--- src/hdl/ut8_pkg.sv ---
`default_nettype none
package ut8_pkg;

   // Number of result slots between the decoder and the result port.
   localparam int RspDepth = 4;
   localparam int RspPtrW  = $clog2(RspDepth);
   localparam int RspCntW  = $clog2(RspDepth + 1);

   localparam logic [7:0]  ASCII_LIMIT = 8'h80;
   localparam logic [20:0] SUPP_BASE   = 21'h10000;
   localparam logic [5:0]  HI_SURR_TAG = 6'b110110;
   localparam logic [5:0]  LO_SURR_TAG = 6'b110111;

   // Allowed range of the second byte of a sequence.
   typedef enum logic [2:0] {
      CLS_NORMAL = 3'd0,   // 80..BF
      CLS_E0     = 3'd1,   // A0..BF
      CLS_ED     = 3'd2,   // 80..9F
      CLS_F0     = 3'd3,   // 90..BF
      CLS_F4     = 3'd4    // 80..8F
   } second_class_type;

   typedef enum logic {
      ST_VALID = 1'b0,
      ST_ERROR = 1'b1
   } status_type;

   typedef struct packed {
      logic [15:0] code_unit;
      status_type  status;
      logic        last_of_run;
   } rsp_type;

   typedef struct packed {
      logic             valid;
      logic [1:0]       pending;
      logic [4:0]       bits;
      second_class_type cls;
   } lead_type;

endpackage
`default_nettype wire

--- src/hdl/ut8_in_stage.sv ---
`default_nettype none
module ut8_in_stage (
   input  wire logic       clock,
   input  wire logic       reset,
   input  wire logic       req_tvalid,
   output logic            req_tready,
   input  wire logic [7:0] req_tdata,
   input  wire logic       take,
   output logic            byte_valid,
   output logic [7:0]      byte_data
);
   logic       valid_ff, valid_in;
   logic [7:0] byte_ff, byte_in;

   assign req_tready = !valid_ff || take;

   always_comb begin
      valid_in = valid_ff;
      byte_in  = byte_ff;
      if (take) begin
         valid_in = 1'b0;
      end
      if (req_tvalid && req_tready) begin
         valid_in = 1'b1;
         byte_in  = req_tdata;
      end
   end

   always_ff @(posedge clock) begin
      if (reset) begin
         valid_ff <= 1'b0;
      end else begin
         valid_ff <= valid_in;
      end
      byte_ff <= byte_in;
   end

   assign byte_valid = valid_ff;
   assign byte_data  = byte_ff;
endmodule
`default_nettype wire

--- src/hdl/ut8_decode.sv ---
`default_nettype none
module ut8_decode (
   input  wire logic        clock,
   input  wire logic        reset,
   input  wire logic        fire,
   input  wire logic [7:0]  data_byte,
   output logic [1:0]       res_count,
   output ut8_pkg::rsp_type res0,
   output ut8_pkg::rsp_type res1
);
   import ut8_pkg::*;

   logic [1:0]       pending_ff, pending_in;
   logic [20:0]      acc_ff, acc_in;
   second_class_type cls_ff, cls_in;
   logic             second_ff, second_in;

   lead_type    lead;
   logic        cont_ok;
   logic [20:0] acc_next;
   logic [1:0]  pend_next;
   logic [19:0] supp;

   function automatic lead_type lead_decode(input logic [7:0] b);
      lead_type r;
      r.valid   = 1'b1;
      r.pending = 2'd0;
      r.bits    = 5'd0;
      r.cls     = CLS_NORMAL;
      if (b inside {[8'hC2:8'hDF]}) begin
         r.pending = 2'd1;
         r.bits    = b[4:0];
      end else if (b inside {[8'hE0:8'hEF]}) begin
         r.pending = 2'd2;
         r.bits    = {1'b0, b[3:0]};
         if (b == 8'hE0) r.cls = CLS_E0;
         else if (b == 8'hED) r.cls = CLS_ED;
      end else if (b inside {[8'hF0:8'hF4]}) begin
         r.pending = 2'd3;
         r.bits    = {2'b00, b[2:0]};
         if (b == 8'hF0) r.cls = CLS_F0;
         else if (b == 8'hF4) r.cls = CLS_F4;
      end else begin
         r.valid = 1'b0;
      end
      return r;
   endfunction

   assign lead = lead_decode(data_byte);

   always_comb begin
      cont_ok = data_byte inside {[8'h80:8'hBF]};
      if (second_ff) begin
         case (cls_ff)
            CLS_E0:  cont_ok = data_byte inside {[8'hA0:8'hBF]};
            CLS_ED:  cont_ok = data_byte inside {[8'h80:8'h9F]};
            CLS_F0:  cont_ok = data_byte inside {[8'h90:8'hBF]};
            CLS_F4:  cont_ok = data_byte inside {[8'h80:8'h8F]};
            default: cont_ok = data_byte inside {[8'h80:8'hBF]};
         endcase
      end
   end

   assign acc_next  = {acc_ff[14:0], data_byte[5:0]};
   assign pend_next = pending_ff - 2'd1;
   assign supp      = 20'(acc_next - SUPP_BASE);

   always_comb begin
      pending_in = pending_ff;
      acc_in     = acc_ff;
      cls_in     = cls_ff;
      second_in  = second_ff;
      res_count  = 2'd0;
      res0       = '{code_unit: 16'h0, status: ST_ERROR, last_of_run: 1'b1};
      res1       = '{code_unit: 16'h0, status: ST_VALID, last_of_run: 1'b1};

      if (pending_ff != 2'd0 && cont_ok) begin
         acc_in     = acc_next;
         pending_in = pend_next;
         second_in  = 1'b0;
         if (pend_next == 2'd0) begin
            acc_in = '0;
            cls_in = CLS_NORMAL;
            if (acc_next < SUPP_BASE) begin
               res_count = 2'd1;
               res0 = '{code_unit: acc_next[15:0], status: ST_VALID, last_of_run: 1'b1};
            end else begin
               res_count = 2'd2;
               res0 = '{code_unit: {HI_SURR_TAG, supp[19:10]}, status: ST_VALID,
                        last_of_run: 1'b0};
               res1 = '{code_unit: {LO_SURR_TAG, supp[9:0]}, status: ST_VALID,
                        last_of_run: 1'b1};
            end
         end
      end else begin
         // Idle, or a broken sequence that is dropped: the byte is taken as a lead.
         pending_in = 2'd0;
         acc_in     = '0;
         cls_in     = CLS_NORMAL;
         second_in  = 1'b0;
         if (lead.valid) begin
            pending_in = lead.pending;
            acc_in     = 21'(lead.bits);
            cls_in     = lead.cls;
            second_in  = 1'b1;
         end
         if (pending_ff != 2'd0) begin
            // The error beat comes first; an ASCII byte follows it.
            if (data_byte < ASCII_LIMIT) begin
               res_count = 2'd2;
               res0.last_of_run = 1'b0;
               res1.code_unit   = {8'h00, data_byte};
            end else begin
               res_count = 2'd1;
            end
         end else if (data_byte < ASCII_LIMIT) begin
            res_count = 2'd1;
            res0 = '{code_unit: {8'h00, data_byte}, status: ST_VALID, last_of_run: 1'b1};
         end else if (!lead.valid) begin
            res_count = 2'd1;
         end
      end
   end

   always_ff @(posedge clock) begin
      if (reset) begin
         pending_ff <= 2'd0;
         acc_ff     <= '0;
         cls_ff     <= CLS_NORMAL;
         second_ff  <= 1'b0;
      end else if (fire) begin
         pending_ff <= pending_in;
         acc_ff     <= acc_in;
         cls_ff     <= cls_in;
         second_ff  <= second_in;
      end
   end
endmodule
`default_nettype wire

--- src/hdl/ut8_rsp_queue.sv ---
`default_nettype none
module ut8_rsp_queue (
   input  wire logic             clock,
   input  wire logic             reset,
   input  wire logic [1:0]       push_count,
   input  wire ut8_pkg::rsp_type push0,
   input  wire ut8_pkg::rsp_type push1,
   output logic                  has_room,
   output logic                  rsp_tvalid,
   input  wire logic             rsp_tready,
   output ut8_pkg::rsp_type      head
);
   import ut8_pkg::*;

   rsp_type              entry_ff [RspDepth];
   logic [RspPtrW-1:0]   wr_ptr_ff, wr_ptr_in;
   logic [RspPtrW-1:0]   rd_ptr_ff, rd_ptr_in;
   logic [RspCntW-1:0]   count_ff, count_in;
   logic                 pop;

   // Room for two beats, so a byte that yields a surrogate pair always fits.
   assign has_room   = count_ff <= RspCntW'(RspDepth - 2);
   assign rsp_tvalid = count_ff != '0;
   assign pop        = rsp_tvalid && rsp_tready;
   assign head       = entry_ff[rd_ptr_ff];

   always_comb begin
      wr_ptr_in = wr_ptr_ff + RspPtrW'(push_count);
      rd_ptr_in = rd_ptr_ff + RspPtrW'(pop);
      count_in  = count_ff + RspCntW'(push_count) - RspCntW'(pop);
   end

   always_ff @(posedge clock) begin
      if (reset) begin
         wr_ptr_ff <= '0;
         rd_ptr_ff <= '0;
         count_ff  <= '0;
      end else begin
         wr_ptr_ff <= wr_ptr_in;
         rd_ptr_ff <= rd_ptr_in;
         count_ff  <= count_in;
      end
   end

   always_ff @(posedge clock) begin
      if (push_count != 2'd0) begin
         entry_ff[wr_ptr_ff] <= push0;
      end
      if (push_count == 2'd2) begin
         entry_ff[wr_ptr_ff + RspPtrW'(1)] <= push1;
      end
   end
endmodule
`default_nettype wire

--- src/hdl/utf8_to_utf16_decoder.sv ---
`default_nettype none
// Channel | Direction | tdata                | tuser       | tlast
// req_    | in        | [7:0] data_byte      | -           | -
// rsp_    | out       | [15:0] code_unit     | [0] status  | last_of_run
//
// One byte is taken per cycle while the queue has room for two beats. A byte
// is held in the input register, decoded there and written into a four-beat
// result queue when taken. A byte that yields a surrogate pair, or an error
// plus an ASCII unit, needs two output beats, so the output port sets the
// rate at such bytes. Reset clears the decoder state and empties the queue;
// stalls on rsp_ back up through the queue into the input register.
module utf8_to_utf16_decoder (
   input  wire logic        clock,
   input  wire logic        reset,
   input  wire logic        req_tvalid,
   output logic             req_tready,
   input  wire logic [7:0]  req_tdata,   // [7:0] data_byte
   output logic             rsp_tvalid,
   input  wire logic        rsp_tready,
   output logic [15:0]      rsp_tdata,   // [15:0] code_unit
   output logic             rsp_tuser,   // [0] status
   output logic             rsp_tlast
);
   import ut8_pkg::*;

   logic       byte_valid;
   logic [7:0] byte_data;
   logic       has_room;
   logic       take;
   logic [1:0] res_count;
   logic [1:0] push_count;
   rsp_type    res0, res1, head;

   assign take       = byte_valid && has_room;
   assign push_count = take ? res_count : 2'd0;

   ut8_in_stage u_in (
      .clock      (clock),
      .reset      (reset),
      .req_tvalid (req_tvalid),
      .req_tready (req_tready),
      .req_tdata  (req_tdata),
      .take       (take),
      .byte_valid (byte_valid),
      .byte_data  (byte_data)
   );

   ut8_decode u_dec (
      .clock     (clock),
      .reset     (reset),
      .fire      (take),
      .data_byte (byte_data),
      .res_count (res_count),
      .res0      (res0),
      .res1      (res1)
   );

   ut8_rsp_queue u_q (
      .clock      (clock),
      .reset      (reset),
      .push_count (push_count),
      .push0      (res0),
      .push1      (res1),
      .has_room   (has_room),
      .rsp_tvalid (rsp_tvalid),
      .rsp_tready (rsp_tready),
      .head       (head)
   );

   assign rsp_tdata = head.code_unit;
   assign rsp_tuser = head.status;
   assign rsp_tlast = head.last_of_run;
endmodule
`default_nettype wire

--- config.mk ---
export PLATFORM = sky130hd
export DESIGN_NAME = utf8_to_utf16_decoder
export DESIGN_NICKNAME = d
export VERILOG_FILES = /design/src/hdl/ut8_pkg.sv /design/src/hdl/ut8_in_stage.sv /design/src/hdl/ut8_decode.sv /design/src/hdl/ut8_rsp_queue.sv /design/src/hdl/utf8_to_utf16_decoder.sv
export SDC_FILE = /design/constraint.sdc
export NUM_CORES = 1
export LEC_CHECK = 0
export ABC_AREA = 1
export BUFFER_PORTS_ARGS = -buffer_cell sky130_fd_sc_hd__buf_2
export CORE_UTILIZATION = 36
export CTS_CLUSTER_SIZE = 16
export DETAILED_ROUTE_END_ITERATION = 8
export PLACE_DENSITY = 0.65
export SYNTH_ARGS = -nofsm -noshare
export SYNTH_HDL_FRONTEND = slang
export SYNTH_HIERARCHICAL = 1
export SYNTH_SLANG_ARGS = --single-unit
--- constraint.sdc ---
create_clock -name clock -period 3.75 [get_ports clock]
set_clock_uncertainty 0.05 [all_clocks]
set_input_delay 0.375 -clock clock [delete_from_list [all_inputs] [get_ports clock]]
set_output_delay 0.375 -clock clock [all_outputs]
set_load 0.005 [all_outputs]
After elaboration in Yosys (flattened, before gate mapping)
Memory sizes are Yosys's and may differ from the RTL's. A register that Yosys moved wholly into a read port is not among the register bits.
Index checks and enable logic that the tools add are counted.
Widths: inputs -> output; s select.
Word-level totals
  RAM bits: 72
  memories kept: 1
  flip-flop bits (word level): 37
  input port bits: 12
Cells by class
  equal/unequal tests: 10
  add/subtract/negate cells: 7
  magnitude comparators: 15
  reduce and logical (&&, ||, !) cells: 20
  mux-type cells: 51
Memories
  u_q.entry_ff: depth 4, bits a word 18, read ports 1, clocked after Yosys merged registers in 1, write ports 2, line ut8_rsp_queue.sv:15  | rsp_type entry_ff [RspDepth];
Operator list (number)
  $mux 18: 5
  $ge 8x8->1 const B: 6
  $le 8x8->1 const B: 6
  $eq 8x8->1 const B: 4
  $mux 16: 2
  $mux 10: 3
  $mux 15: 2
  $mux 2: 11
  $lt 21x17->1 const B: 1
  $mux 3: 7
  $sub 20x17->20 const B: 1
  $mux 1: 16
  $logic_and 1x1->1: 12
  $mux 9: 1
  $lt 8x8->1 const B: 1
  $mux 8: 1
  $mux 7: 1
  $eq 3x2->1 const B: 2
  $reduce_bool 2->1: 3
  $mux 5: 1
  $pmux 1 s4: 1
  $add 3x2->3: 1
  $eq 3x1->1 const B: 1
  $eq 3x3->1 const B: 1
  13 further kinds: 13

Logic depth before layout (Yosys ltp)
Gate-level depths: netlist of run 1.
  depth in word-level cells: 13
  depth in mapped cells: 20

By module
Netlist of run 1, hierarchy kept.
By module, submodules not included
  ut8_rsp_queue: times used 1, sequential area each 2302.2 um^2, area each 4232.8 um^2, cells an instance 406
  ut8_decode: times used 1, sequential area each 420.4 um^2, area each 1639.1 um^2, cells an instance 277
  ut8_in_stage: times used 1, sequential area each 260.2 um^2, area each 287.8 um^2, cells an instance 14
  utf8_to_utf16_decoder: times used 1, sequential area each 0.0 um^2, area each 22.5 um^2, cells an instance 6

Worst setup path after synthesis of run 1
OpenSTA, ideal clock, no wires.
  kind: reg-to-reg
  start point: register u_dec.pending_ff[0]
  end point: memory u_q/entry_ff[0][0] (netlist bit) (enable)
  data arrival time: 3.395 ns
  clock period less this slack: 3.866 ns
  setup slack: -0.116 ns
  stages on the path, launching flop included: 13
  cells stage by stage: dfxtp_1 inv_1 ha_1 clkbuf_1 a21oi_4 nand3_4 inv_2 nand2_1 o21ai_0 inv_1 nor2_1 nor2_1 o31ai_1
RTL lines
  start, declared: line ut8_decode.sv:13  | logic [1:0] pending_ff, pending_in;
  start signal, assigned: line ut8_decode.sv:132  | pending_ff <= pending_in;
  end, declared: line ut8_rsp_queue.sv:15

==> qor.txt, run 1 <==
antenna violations before repair - 0
Hold Slack - 0.141 ns
Hold Path Stages - 1
peak supply drop - 0.000241 V
min Tclk post-route - 3.18 ns
total track usage - 16.8%
Slew Viols, Final - 0
Setup Crit Path Kind - register to output pin
worst reg2reg setup slack - 0.59 ns
core area - 16,700 um^2
largest net degree at the start of global routing - 41
Tightest Pin Transition - 0.951 ns
I/O pin total - 32
Worst-Skew Late Latency - 0.36 ns
total iterations of the first detailed-routing run - 5
final antenna-violating net count - 0
LEAKAGE - 0.00256 uW
Min-Delay Startpoint - req_tdata[5]
IO buf count - 31
setup TNS - 0 ns
period utilisation layout - 84.8%
crit start category - register
Hold Violations, Final - 0
drt wl/cell - 14.8 um
r2r worst-path depth - 14
Mean Syn Cell Area - 8.79 um^2
initial DRC count - 364
first-pass GRT wire length - 23.0 mm
dpl cells - 932
Fmax achieved - 314 MHz
share of the synthesized area in the top cell type - 38.9%
Layout Cells excl Fill - 948
hold-fix buffers at CTS - 0
Filler cells - 1,670
vias in the first global route - 4,457
RSZ-0062 raised after global routing - false
Distinct cells, synth - 39
Initial Util - 37.0%
Reg area - 2980 um^2
status - completed
share of layout cells above drive strength 1 - 22.1%
Worst Path Arrival - 2.76 ns
sequential fraction of the synthesis area - 48.2%
CTS tree - done
clock-pin transition on the worst setup and hold timing paths - 0.08 ns
die span in x - 133 um
Max Cap Viol - 0
CP endpoint kind - output pin
worst reg2reg path endpoint - u_q/entry_ff[2][15]
Min-Delay Path Class - input pin to register
row count - 47
post_cts resized - 0
total grt overflow - 0
YS warnings - 6
Multi-input gate area - 2680 um^2
post-CTS setup buffers - 0
CTS max path bufs - 2
CP startpoint - u_q/rd_ptr_ff[0]
area grow syn2layout - 10.0%
DIE HEIGHT - 133 um
Worst Path Required - 3.32 ns
sinks on the clock net - 109
synthesized instance count - 703
overall power - 3400 uW
Finished Cell Area - 6800 um^2
mapped cell area - 6180 um^2
total CTS buffers - 9
Slew HR - 36.2%
Placer Congestion - 0.909
reg2reg start - u_dec/pending_ff[0]
Die ar. - 17,700 um^2
top post-synthesis cells by area - edfxtp_1, dfxtp_1, o21ai_2
H-tree depth - 3
post-synth top area cell - edfxtp_1
antenna cell count - 0
Placement Cell Area - 6490 um^2
Synth Register Bits - 109
pwr/cell area - 501 nW/um^2
Via Count - 4,660
clock root buffer - clkbuf_16
final WL - 14.1 mm
Crit Path Max Fanout - 40
final setup fails - 0
Final nets - 742
Hold Path End - u_in/byte_data[5]
DR vias/cell - 4.92
DPL Wire Length - 9.83 mm
DRC - 0
## worst max path at each step
stage | end | slack [ns] | cells after the start
6_report | rsp_tdata[0] | 0.57 | 5
3_5_place_dp | u_q/entry_ff[2][13] | 0.58 | 14
2_1_floorplan | u_q/entry_ff[0][0] | -0.12 | 12
4_1_cts | rsp_tdata[0] | 0.56 | 5
3_3_place_gp | u_q/entry_ff[2][15] | 0.65 | 14
5_1_grt | u_q/entry_ff[2][16] | 0.32 | 17
## Yosys cell counts
library cell,instances
dfxtp_1,29
nand2_4,2
nor3_1,3
buf_8,3
nand3_4,5
o21ai_0,51
buf_6,10
edfxtp_1,80
a211oi_1,1
buf_4,7
o21ai_2,64
o21a_1,2
inv_2,8
ha_1,6
xnor2_1,1
inv_1,67
nand4_1,2
nor2_1,96
nand3_1,26
buf_2,2
o32ai_1,1
nand2_1,132
conb_1,2
o22ai_1,19
clkinv_1,2
a21oi_4,1
o31ai_1,9
nor2_4,1
fa_1,1
a21oi_2,1
xor2_1,3
a21oi_1,24
clkbuf_1,12
clkbuf_2,1
nor2_8,2
nor3b_1,1
o21ai_1,11
buf_1,3
nand2_2,12
## placed cells by master, fill, tap and decap left out, types with 2 or more instances in the layout
cell / n
o22ai_1: 19
a21oi_1: 24
xor2_1: 3
nand2_2: 12
buf_4: 15
nand3_1: 26
edfxtp_1: 80
inv_1: 67
o31ai_4: 3
nor2_1: 96
dfxtp_1: 29
inv_2: 8
nor3_1: 3
o21ai_1: 11
ha_1: 6
nand3_4: 5
nand2_4: 2
conb_1: 3
buf_2: 31
o21ai_0: 51
o21a_1: 2
nand4_1: 2
nor2_8: 2
o21ai_2: 64
o31ai_1: 5
clkinv_1: 3
clkbuf_16: 9
inv_8: 2
nand2_1: 132
## per-layer routing
| metal | routed length (um) | global-route usage, % |
|---|---|---|
| met4 | 147 | 4.53 |
| met3 | 595 | 3.41 |
| met5 | 0 | 0 |
| met1 | 6790 | 22.8 |
| met2 | 6520 | 27.2 |
## stage by stage
stage               utilization, %  setup slack (ns)
finish                        40.7             0.568
global route                  40.7             0.321
CTS                           40.7             0.563
detailed placement            38.9             0.578
global placement              38.9             0.649
floorplan                        -            -0.116
## cell families after synthesis
group / after synthesis / synth area share, %
other: 2 / 0.121
adder cells (fa/ha/maj): 7 / 1.54
AND/OR/NAND/NOR: 282 / 20.3
XOR/XNOR: 4 / 0.567
flip-flops: 109 / 48.2
AO/OA/AOI/OAI: 184 / 20.0
buffers and inverters: 115 / 9.23
## worst max-delay path: stages, from the launching register on
cell and delay, ns:
dfxtp_1 0.31, buf_4 0.37, clkinv_1 0.88, o21ai_0 0.52, o22ai_1 0.15, buf_2 0.15
## area by class of cell
cell class | count | share of cell area, %
Clock inverter | 7 | 1.20
Tap cell | 220 | 4.05
Timing Repair Buffer | 46 | 3.94
Inverter | 77 | 4.25
Multi-Input combinational cell | 480 | 39.4
Sequential cell | 109 | 43.9
Clock buffer | 9 | 3.31
## power breakdown
part | total, uW | internal (uW) | switching, uW
combinational | 936 | 318 | 618
clock | 988 | 529 | 459
sequential | 1480 | 1420 | 58.9
total | 3400 | 2270 | 1140
## sequential cells by signal, indices dropped and copies added (netlist names)
signal and cells:
u_q/entry_ff 72, u_dec/second_ff 1, u_dec/cls_ff 3, u_in/byte_data 8, u_in/byte_valid 1, u_dec/pending_ff 2, u_q/wr_ptr_ff 2, u_q/count_ff 3
u_dec/acc_ff 15, u_q/rd_ptr_ff 2
Note: power is estimated with default switching activity, not from simulation.
==> inputs of run 2 (changes only) <==
--- a/config.mk
+++ b/config.mk
@@ -5,12 +5,12 @@
 export SDC_FILE = /design/constraint.sdc
 export NUM_CORES = 1
 export LEC_CHECK = 0
-export ABC_AREA = 1
+export ABC_AREA = 0
 export BUFFER_PORTS_ARGS = -buffer_cell sky130_fd_sc_hd__buf_2
 export CORE_UTILIZATION = 36
 export CTS_CLUSTER_SIZE = 16
 export DETAILED_ROUTE_END_ITERATION = 8
-export PLACE_DENSITY = 0.65
+export PLACE_DENSITY = 0.64
 export SYNTH_ARGS = -nofsm -noshare
 export SYNTH_HDL_FRONTEND = slang
 export SYNTH_HIERARCHICAL = 1
==> constraint.sdc (replaced) <==
create_clock -name clock -period 3 [get_ports clock]
set_clock_uncertainty 0.05 [all_clocks]
set_input_delay 0.3 -clock clock [delete_from_list [all_inputs] [get_ports clock]]
set_output_delay 0.3 -clock clock [all_outputs]
set_load 0.005 [all_outputs]
==> run 2 against run 1 <==
Effect of this change:
- cell count down 22%
- global-route usage fell by 0.89 points
- count of clock-buffer cells in the layout grew 1
- routed wire length fell by 6.2%
- die area shrank 1.5%
- critical path type is now register to register
==> qor.txt, run 2 <==
Initial Util - 36.8% (-0.18 points)
DPL Wire Length - 8.88 mm (-9.7%)
Max Cap Viol - 0 (unchanged)
worst reg2reg setup slack - 0.15 ns (-0.44 ns)
ys async rst share - 0% (unchanged)
total grt overflow - 0 (unchanged)
Largest Register - u_q/entry_ff
final WL - 13.2 mm (-6.2%)
Tightest Pin Transition - 1.08 ns (+0.131 ns)
Setup Crit Path Kind - register to register
mapped cell area - 6090 um^2 (-1.5%)
most common cell after layout, fill and taps aside - edfxtp_1
drt wl/cell - 17.7 um (+19%)
sw frac - 28.9% (-4.5 points)
Worst Path Required - 3.06 ns (-0.26 ns)
clock-pin transition on the worst setup and hold timing paths - 0.07 ns (about the same)
Filler cells - 1,535 (-8.1%)
share of layout cells above drive strength 1 - 38.5% (+16 points)
total iterations of the first detailed-routing run - 5 (unchanged)
Final nets - 538 (-27%)
total track usage - 15.9% (-0.89 points)
CTS max path bufs - 2 (unchanged)
Min-Delay Path Class - input pin to register
peak supply drop - 0.000283 V (+18%)
I/O pin total - 32 (unchanged)
worst reg2reg path endpoint - u_q/entry_ff[1][3]
Mean Syn Cell Area - 12.6 um^2 (+44%)
Layout Cells excl Fill - 744 (-22%)
Slew HR - 27.6% (-8.6 points)
period utilisation layout - 94.8%
antenna cell count - 0 (unchanged)
first-pass GRT wire length - 21.4 mm (-7.0%)
dominant synthesized flop cell - edfxtp_1
Synth Register Bits - 109 (unchanged)
most frequent cells in the layout - edfxtp_1, mux2_2, nand2_1
Comb pwr share - 26.2% (-1.3 points)
Commonest cells post-synth - edfxtp_1, mux2_2, nand2_1
pwr/cell area - 584 nW/um^2 (+17%)
Fmax achieved - 351 MHz
H-tree depth - 3 (unchanged)
Crit Path Max Fanout - 18 (-55%)
status - completed
count leader, synth - edfxtp_1
Die ar. - 17,400 um^2 (-1.5%)
Switch Pwr - 1170 uW (+2.9%)
Via Count - 3,962 (-15%)
Hold Path Stages - 1 (unchanged)
sequential fraction of the synthesis area - 49.0% (+0.75 points)
top routing layer in use - met4
Post-synth EDFFs - 80 (unchanged)
IO buf count - 31 (unchanged)
core area - 16,500 um^2 (-1.1%)
Hold Path End - u_in/byte_data[5]
Min-Delay Startpoint - req_tdata[5]
Reg power frac - 45.1% (+1.6 points)
vias in the first global route - 4,021 (-9.8%)
Slew Viols, Final - 0 (unchanged)
YS warnings - 6 (unchanged)
reg2reg start - u_in/byte_data[4]
routed length on met3 - 462 um (-22%)
CP endpoint kind - register
internal power - 2880 uW (+27%)
DR vias/cell - 5.33 (+8.3%)
Worst Path Arrival - 2.91 ns (+0.15 ns)
sinks on the clock net - 109 (unchanged)
final antenna-violating net count - 0 (unchanged)
LEAKAGE - 0.00237 uW (-7.3%)
crit start category - register
M1 WL - 6.00 mm (-12%)
final setup fails - 0 (unchanged)
met2 routed WL - 6.50 mm (-0.21%)
synthesized instance count - 482 (-31%)
Hold Violations, Final - 0 (unchanged)
max reg flops - 72 (unchanged)
clock share of power - 28.6% (-0.4 points)
dpl cells - 727 (-22%)
area grow syn2layout - 13.8%
DRC - 0 (unchanged)
min Tclk post-route - 2.85 ns
die span in x - 132 um (-0.76%)
row count - 47 (unchanged)
total CTS buffers - 9 (unchanged)
Worst-Skew Late Latency - 0.36 ns (about the same)
post-synth top area cell - edfxtp_1
clock root buffer - clkbuf_16
Distinct cells, synth - 72 (+85%)
RSZ-0062 raised after global routing - false
initial DRC count - 231 (-37%)
DIE HEIGHT - 132 um (-0.76%)
top post-synthesis cells by area - edfxtp_1, mux2_2, dfxtp_1
Placer Congestion - 0.856 (-5.9%)
CTS tree - done
setup TNS - 0 ns (unchanged)
r2r worst-path depth - 9 (-5)
largest net degree at the start of global routing - 28 (-32%)
share of the synthesized area in the top cell type - 39.5% (+0.61 points)
antenna violations before repair - 0 (unchanged)
run 2: changes by cell type after synthesis, moves of 21 or more:
cell and delta:
o21ai_2 -64, nor2_1 -69, nand3_1 -21, o21ai_0 -38, mux2_2 +64, nand2_1 -97
inv_1 -46
run 2: metal layers:
layer	vias to the layer above	track usage [%]
li1	1883	-
met1	1982	21.0
met2	80	26.1
met3	17	3.61
met4	0	4.78
met5	-	0
run 2: stage by stage:
stage	instance area, um^2	power [uW]	util, %	setup slack [ns]	hold slack, ns
after floorplan	6140	2580	-	0.00231	0.312
after global placement	6600	2870	39.9	0.0419	0.385
after detailed placement	6600	2920	39.9	-0.0886	0.414
after CTS	6910	4090	41.8	0.0565	0.0589
after global routing	6930	4250	41.9	0.0279	0.0555
final	6930	4050	41.9	0.155	0.0641
run 2: power groups by stage:
stage               combinational [uW]  sequential [uW]  clock (uW)
finish                            1060             1830        1160
global route                      1160             1840        1250
CTS                               1080             1830        1180
detailed placement                1060             1860           0
global placement                  1020             1860           0
floorplan                          736             1840           0
run 2: worst max-delay path: stages (launching register included):
cell and delay [ns]:
edfxtp_1 0.40, and3b_1 0.22, a32oi_4 0.32, nand3_2 0.11, o2bb2ai_1 0.15, and3_1 0.24
buf_4 0.18, nor4b_4 0.34, buf_12 0.23, mux2_2 0.36
run 2: how the worst max path moves through the flow:
stage / slack (ns) / from / end
6_report: 0.15 / u_in/byte_data[4] / u_q/entry_ff[1][3]
4_1_cts: 0.06 / u_in/byte_data[5] / u_q/entry_ff[2][11]
2_1_floorplan: 0.002 / u_in/byte_data[5] / u_q/entry_ff[1][10]
3_3_place_gp: 0.04 / u_dec/cls_ff[1] / u_q/entry_ff[1][9]
5_1_grt: 0.03 / u_in/byte_data[5] / u_q/count_ff[2]
3_5_place_dp: -0.09 / u_in/byte_data[4] / u_q/entry_ff[1][9]
run 2: cells by family (layout without fill, tap and decap cells):
logic type	Yosys count	count (layout)	share of synthesized area (%)
AOI/OAI and AO/OA	62	62	8.10
other	2	3	0.123
xor gates and xnor gates	5	5	1.17
DFF	109	109	49.0
muxes	100	100	22.3
adders and majority gates	7	7	1.56
and+or+nand+nor	132	132	12.0
buffers and inverters	65	106	5.78
run 2: final cells by class:
cell class,count,area (um^2),area share (%)
Clock buffer,10,229,3.30
Clock inverter,6,53.8,0.776
Inverter,22,82.6,1.19
Multi-Input combinational cell,309,2820,40.7
Sequential cell,109,2980,43.0
Tap cell,220,275,3.97
Timing Repair Buffer,68,483,6.97
run 2: repair_timing:
item | in CTS | in global routing
hold endpoints to repair | 0 | 0
setup buffers | 1 | 0
gates resized for setup | 2 | 4
endpoints found under the setup margin | 54 | 60
hold buffers | 0 | 0
pin swaps | 1 | 0
